[config.mk]
export PLATFORM = sky130hd
export DESIGN_NAME = pqll_ctrl
export DESIGN_NICKNAME = d
export VERILOG_FILES = /design/src/hdl/pqll_pkg.sv /design/src/hdl/pqll_ctrl.sv
export SDC_FILE = /design/constraint.sdc
export NUM_CORES = 1
export LEC_CHECK = 0
export ABC_AREA = 1
export BUFFER_PORTS_ARGS = -buffer_cell sky130_fd_sc_hd__buf_2
export CELL_PAD_IN_SITES_DETAIL_PLACEMENT = 2
export CELL_PAD_IN_SITES_GLOBAL_PLACEMENT = 2
export CORE_MARGIN = 2
export CORE_UTILIZATION = 28
export CTS_BUF_LIST = sky130_fd_sc_hd__clkbuf_4 sky130_fd_sc_hd__clkbuf_8
export DETAILED_ROUTE_END_ITERATION = 6
export GPL_TIMING_DRIVEN = 0
export PLACE_DENSITY = 0.81
export SYNTH_ARGS = -nofsm -noshare
export SYNTH_HDL_FRONTEND = slang
export SYNTH_SLANG_ARGS = --single-unit
export TNS_END_PERCENT = 30
[constraint.sdc]
create_clock -name clk_i -period 1.75 [get_ports clk_i]
set_input_delay 0.35 -clock clk_i [delete_from_list [all_inputs] [get_ports clk_i]]
set_output_delay 0.35 -clock clk_i [all_outputs]
set_load 0.02 [all_outputs]
[src/hdl/pqll_pkg.sv]
// shared types, codes and constants for the piecewise quadratic loss lookup
package pqll_pkg;

  localparam int unsigned DEF_TABLE_DEPTH    = 64;
  localparam int unsigned DEF_OBSERVED_LIMIT = 30000;

  localparam int unsigned CFG_IDX_W  = 1;
  localparam int unsigned CFG_DATA_W = 16;
  localparam int unsigned RL_W       = 16;
  localparam int unsigned EC_W       = 7;
  localparam int unsigned DIV_STEPS  = 32;
  localparam int unsigned MUL_STEPS  = 10;

  // register indexes
  localparam logic [CFG_IDX_W-1:0] REG_READ_LENGTH = 1'b0;
  localparam logic [CFG_IDX_W-1:0] REG_ENTRY_COUNT = 1'b1;

  // operation codes
  localparam logic OP_LOAD = 1'b0;
  localparam logic OP_EVAL = 1'b1;

  // result status codes
  localparam logic [1:0] ST_OK    = 2'd0;
  localparam logic [1:0] ST_ABOVE = 2'd1;
  localparam logic [1:0] ST_BELOW = 2'd2;
  localparam logic [1:0] ST_EMPTY = 2'd3;

  typedef struct packed {
    logic               operation;
    logic [5:0]         entry_index;
    logic [31:0]        entry_key;
    logic signed [31:0] over_quad_coef;
    logic signed [31:0] over_lin_coef;
    logic signed [31:0] under_quad_coef;
    logic signed [31:0] under_lin_coef;
    logic [31:0]        observed;
    logic [31:0]        predicted;
    logic [31:0]        segment_length;
  } pqll_in_t;

  typedef struct packed {
    logic signed [63:0] loss;
    logic [1:0]         status;
  } pqll_out_t;

  typedef enum logic [3:0] {
    S_IDLE, S_DIV, S_MULF, S_MULF_WB, S_CLAMP, S_SRCH_RD, S_SRCH_CMP,
    S_RD_LO, S_RD_UP, S_AVG, S_MUL, S_COMB, S_FIN
  } pqll_state_e;

  // multiplier operand selection, also used as the product tag
  typedef enum logic [3:0] {
    MS_NONE, MS_PRED, MS_D0D0, MS_D0D1, MS_D1D0, MS_D1D1, MS_D0L, MS_D1L,
    MS_DD0Q, MS_DD1Q, MS_DD2Q, MS_DD3Q
  } pqll_mul_e;

  typedef struct packed {
    logic       in_take;
    logic       latch_in;
    logic       div_step;
    logic       clamp;
    logic       set_diff;
    logic       cap_lo;
    logic       cap_up;
    logic       clr_acc;
    logic       comb;
    logic       out_load;
    logic       out_empty;
    pqll_mul_e  mul_sel;
    logic [1:0] status;
  } pqll_cmd_t;

  typedef struct packed {
    logic is_eval;
    logic do_div;
    logic key_ge;
    logic obs_zero;
  } pqll_stat_t;

endpackage

[src/hdl/pqll_ctrl.sv]
// sequencer for load, rescale, search and loss evaluation
module pqll_ctrl import pqll_pkg::*; #(
  parameter int unsigned TABLE_DEPTH = DEF_TABLE_DEPTH,
  parameter int unsigned IW          = $clog2(TABLE_DEPTH)
) (
  input  logic            clk_i,
  input  logic            rst_ni,
  input  logic            in_valid_i,
  output logic            in_stall_o,
  output logic            out_valid_o,
  input  logic            out_stall_i,
  input  logic [EC_W-1:0] entry_count_i,
  input  pqll_stat_t      st_i,
  output pqll_cmd_t       cmd_o,
  output logic [IW-1:0]   raddr_o
);

  localparam int unsigned CW = $clog2(TABLE_DEPTH + 1);

  pqll_state_e   state_q, state_d;
  logic [5:0]    cnt_q, cnt_d;
  logic [CW-1:0] idx_q, idx_d;
  logic [IW-1:0] up_q, up_d, low_q, low_d;
  logic [1:0]    code_q, code_d;
  logic          ov_q, ov_d;
  logic [CW-1:0] n_cnt;

  assign n_cnt = (32'(entry_count_i) >= 32'(TABLE_DEPTH)) ? CW'(TABLE_DEPTH)
                                                          : CW'(entry_count_i);

  always_ff @(posedge clk_i or negedge rst_ni) begin
    if (!rst_ni) begin
      state_q <= S_IDLE;
      cnt_q   <= '0;
      idx_q   <= '0;
      up_q    <= '0;
      low_q   <= '0;
      code_q  <= ST_OK;
      ov_q    <= 1'b0;
    end else begin
      state_q <= state_d;
      cnt_q   <= cnt_d;
      idx_q   <= idx_d;
      up_q    <= up_d;
      low_q   <= low_d;
      code_q  <= code_d;
      ov_q    <= ov_d;
    end
  end

  always_comb begin
    state_d       = state_q;
    cnt_d         = cnt_q;
    idx_d         = idx_q;
    up_d          = up_q;
    low_d         = low_q;
    code_d        = code_q;
    ov_d          = ov_q;
    cmd_o         = '0;
    cmd_o.mul_sel = MS_NONE;
    cmd_o.status  = code_q;
    raddr_o       = idx_q[IW-1:0];
    in_stall_o    = 1'b1;
    if (ov_q && !out_stall_i) begin
      ov_d = 1'b0;
    end
    case (state_q)
      S_IDLE: begin
        in_stall_o = 1'b0;
        if (in_valid_i) begin
          cmd_o.in_take = 1'b1;
          if (st_i.is_eval) begin
            cmd_o.latch_in = 1'b1;
            code_d  = ST_OK;
            cnt_d   = '0;
            state_d = st_i.do_div ? S_DIV : S_CLAMP;
          end
        end
      end
      S_DIV: begin
        cmd_o.div_step = 1'b1;
        cnt_d = cnt_q + 6'd1;
        if (cnt_q == 6'(DIV_STEPS - 1)) begin
          state_d = S_MULF;
        end
      end
      S_MULF: begin
        cmd_o.mul_sel = MS_PRED;
        state_d = S_MULF_WB;
      end
      S_MULF_WB: state_d = S_CLAMP;
      S_CLAMP: begin
        cmd_o.clamp = 1'b1;
        idx_d = '0;
        if (n_cnt == '0) begin
          code_d  = ST_EMPTY;
          state_d = S_FIN;
        end else begin
          state_d = S_SRCH_RD;
        end
      end
      S_SRCH_RD: state_d = S_SRCH_CMP;
      S_SRCH_CMP: begin
        if (st_i.key_ge) begin
          up_d = idx_q[IW-1:0];
          if (st_i.obs_zero) begin
            low_d = idx_q[IW-1:0];
          end else if (idx_q == '0) begin
            low_d  = '0;
            code_d = ST_BELOW;
          end else begin
            low_d = IW'(idx_q - CW'(1));
          end
          state_d = S_RD_LO;
        end else if (CW'(idx_q + CW'(1)) == n_cnt) begin
          up_d    = IW'(n_cnt - CW'(1));
          low_d   = IW'(n_cnt - CW'(1));
          code_d  = ST_ABOVE;
          state_d = S_RD_LO;
        end else begin
          idx_d   = CW'(idx_q + CW'(1));
          state_d = S_SRCH_RD;
        end
      end
      S_RD_LO: begin
        raddr_o = low_q;
        cmd_o.set_diff = 1'b1;
        state_d = S_RD_UP;
      end
      S_RD_UP: begin
        raddr_o = up_q;
        cmd_o.cap_lo = 1'b1;
        state_d = S_AVG;
      end
      S_AVG: begin
        cmd_o.cap_up  = 1'b1;
        cmd_o.clr_acc = 1'b1;
        cnt_d   = '0;
        state_d = S_MUL;
      end
      S_MUL: begin
        case (cnt_q)
          6'd0:    cmd_o.mul_sel = MS_D0D0;
          6'd1:    cmd_o.mul_sel = MS_D0D1;
          6'd2:    cmd_o.mul_sel = MS_D1D0;
          6'd3:    cmd_o.mul_sel = MS_D1D1;
          6'd4:    cmd_o.mul_sel = MS_D0L;
          6'd5:    cmd_o.mul_sel = MS_D1L;
          6'd6:    cmd_o.mul_sel = MS_DD0Q;
          6'd7:    cmd_o.mul_sel = MS_DD1Q;
          6'd8:    cmd_o.mul_sel = MS_DD2Q;
          6'd9:    cmd_o.mul_sel = MS_DD3Q;
          default: cmd_o.mul_sel = MS_NONE;
        endcase
        cnt_d = cnt_q + 6'd1;
        if (cnt_q == 6'(MUL_STEPS)) begin
          state_d = S_COMB;
        end
      end
      S_COMB: begin
        cmd_o.comb = 1'b1;
        state_d = S_FIN;
      end
      S_FIN: begin
        if (!ov_q || !out_stall_i) begin
          cmd_o.out_load  = 1'b1;
          cmd_o.out_empty = (code_q == ST_EMPTY);
          ov_d    = 1'b1;
          state_d = S_IDLE;
        end
      end
      default: state_d = S_IDLE;
    endcase
  end

  assign out_valid_o = ov_q;

endmodule

==> metrics.csv <==
metric,value,unit
status,"complete, but fails checks",
failing checks,setup timing,
total CTS buffers,5,
wire per inst,18.5,um
CTS sink cnt,32,
Filler cells,1006,
CP endpoint kind,primary output,
DR iter-0 viols,82,
CP Data Arrival Time,1660,ps
fmax,498,MHz
hold crit path type,primary input to async pin,
H-tree depth,2,
"flops & latches, synth",32,
PD cells,1390,nW/um^2
area of the multi-input gates,1810,um^2
layout overhead on the synthesized area,50.1,%
most frequent cells in the layout,"nand2_1, buf_4, inv_1",
Startpoint Class,flop,
"commonest non-fill, non-tap cell in the layout",nand2_1,
Port Buffers,39,
Pre-antenna DRT Iters,4,
DP Area,2780,um^2
CTS tree,done,
clk_lat worst skew,300,ps
width of the die,97.4,um
cts hold-fix bufs,0,
final setup violation count,45,
design area,3670,um^2
row count,34,
Yosys Warn Count,0,
max_cap viols,0,
Worst-Margin Slew,810,ps
Rel. slew slack,0.460,
routed wire length,10.5,mm
first-pass GRT wire length,16.0,mm
skew final,3.50,ps
Antenna Diode Count,0,
Reg area,807,um^2
Placer Congestion,0.842,
overall power,5110,uW
Top-Level Pins,40,
synthesized area,2440,um^2
Worst-path clk slew,80,ps
Initial Util,0.284,
Max Transition Viols Final,0,
maximum vdd ir drop,780,uV
layout cells sized above 1,0.419,
die area,9490,um^2
drt drc,0,
via count,2880,
largest net degree at the start of global routing,33,
Tot GR Track Use,0.209,
GRT overflow,0,
Final Cycle Share,1.15,
Util after Layout,0.427,
Final nets,481,
antenna violations before repair,0,
core area,8590,um^2
CTS Root Cell,clkbuf_8,
synthesized instance count,380,
worst setup margin,-259,ps
routed vias/inst,5.09,
worst path required time,1400,ps
"Hold Violations, Final",0,
RSZ-0062 raised after global routing,true,
vias in the first global route,3193,
Longest Clk Path Bufs,2,
"Distinct cells, synth",34,
Mapped Nets,404,
CP max FO,4,
Chip Height,97.4,um
post-synthesis sequential area ratio,0.328,
P_leak,0.00187,uW
remaining antenna violation count after routing,0,
hpwl dp,6.68,mm
Final min period,2010,ps
CP Class,flop to primary output,
syn_area_per_cell,6.43,um^2
## cells in the mapped netlist
library cell | number | area, um^2
nor3_1 | 7 | 35.0
o221ai_1 | 1 | 8.76
o21ai_1 | 3 | 15.0
nand2_1 | 138 | 518
o211ai_1 | 2 | 15.0
xnor2_1 | 1 | 8.76
o22ai_1 | 4 | 25.0
o21ai_0 | 14 | 70.1
inv_6 | 1 | 8.76
buf_4 | 2 | 15.0
a31oi_1 | 1 | 6.26
nor2_1 | 40 | 150
nor2_2 | 3 | 18.8
ha_1 | 9 | 113
inv_1 | 45 | 169
nand2_8 | 1 | 20.0
buf_2 | 3 | 15.0
xor2_1 | 5 | 43.8
nor2_4 | 1 | 11.3
dfrtp_1 | 32 | 801
nand3_2 | 1 | 10.0
inv_2 | 3 | 11.3
nand3_1 | 34 | 170
nor3b_2 | 1 | 12.5
and3_1 | 1 | 6.26
nand4_1 | 7 | 43.8
clkbuf_1 | 1 | 3.75
a21oi_1 | 11 | 55.1
o21ai_2 | 2 | 17.5
a22oi_1 | 2 | 15.0
o21bai_1 | 1 | 7.51
or2_2 | 1 | 6.26
buf_6 | 1 | 11.3
nand2_2 | 1 | 6.26
## final timing paths
kind	start	end	slack [ps]	cells past startpoint
worst max-delay path	state_q[0]	cmd_o[6]	-260	7
worst min-delay path	rst_ni	idx_q[6]	120	1
worst max register to register	idx_q[0]	idx_q[2]	-250	14
worst min register to register	low_q[5]	low_q[5]	490	2
max in group asynchronous	rst_ni	state_q[2]	1050	1
min in group clk_i	out_stall_i	out_valid_o	270	3
## area by class of cell
type | count | area share
sequential | 32 | 0.220
timing repair inverter | 1 | 0.00171
timing repair buffer | 69 | 0.147
inverter | 49 | 0.0556
clock inverter | 2 | 0.00273
buffer | 7 | 0.0208
tap | 108 | 0.0368
multi-input combinational | 292 | 0.493
clock buffer | 6 | 0.0225
## per-layer routing
metal  routed length [um]  part of all wire  global-route usage  up-vias
met1                 3970              0.38               0.232     1445
li1                     -                 -                   -     1363
met2                 6000              0.57               0.413       54
met5                    0                 0                   0        -
met3                  288             0.027              0.0302       18
met4                  222             0.021              0.0524        0
## critical path, cell delays in order, from the launching register on
cell	delay, ps
dfrtp_2	460
inv_2	130
nand2_4	100
nor2_2	130
inv_1	60
nor2_1	140
and3_1	190
buf_4	140
## sequential cells by signal (all words and copies together) (netlist names)
name	flops
cnt_q	6
low_q	6
state_q	4
code_q	2
up_q	6
out_valid_o	1
idx_q	7
## per-stage QoR
| stage | instances | hold WS [ps] | setup TNS [ps] | setup WS (ps) |
|---|---|---|---|---|
| after global routing | 566 | 186 | -13250 | -377 |
| after CTS | 554 | 152 | -6380 | -207 |
| after floorplan | 380 | 54.4 | 0 | 14.0 |
| after global placement | 527 | 462 | -8370 | -391 |
| after detailed placement | 527 | 473 | -12110 | -481 |
| final | 566 | 123 | -8010 | -259 |
## timing repair
item | 4_1_cts | 5_1_grt
pin swaps | 23 | 22
cloned | 2 | 0
resized for setup | 92 | 74
buffers inserted | 17 | 12
endpoints found under the setup margin | 50 | 52
## cell families (layout without fill, tap and decap cells)
kind of cell | count (synthesis) | in the layout | share of synthesized area
compound gates | 41 | 41 | 0.0963
fa+ha+maj | 9 | 9 | 0.0461
flops | 32 | 32 | 0.328
simple gates | 236 | 236 | 0.413
xor+xnor | 6 | 6 | 0.0215
buf+inv | 56 | 134 | 0.0957
## power by group
part | total [uW] | switching (uW) | internal (uW)
Combinational | 3240 | 1980 | 1260
Sequential | 1240 | 247 | 988
Clock | 641 | 326 | 314
Total | 5110 | 2550 | 2560
(Power assumes the default switching activity.)
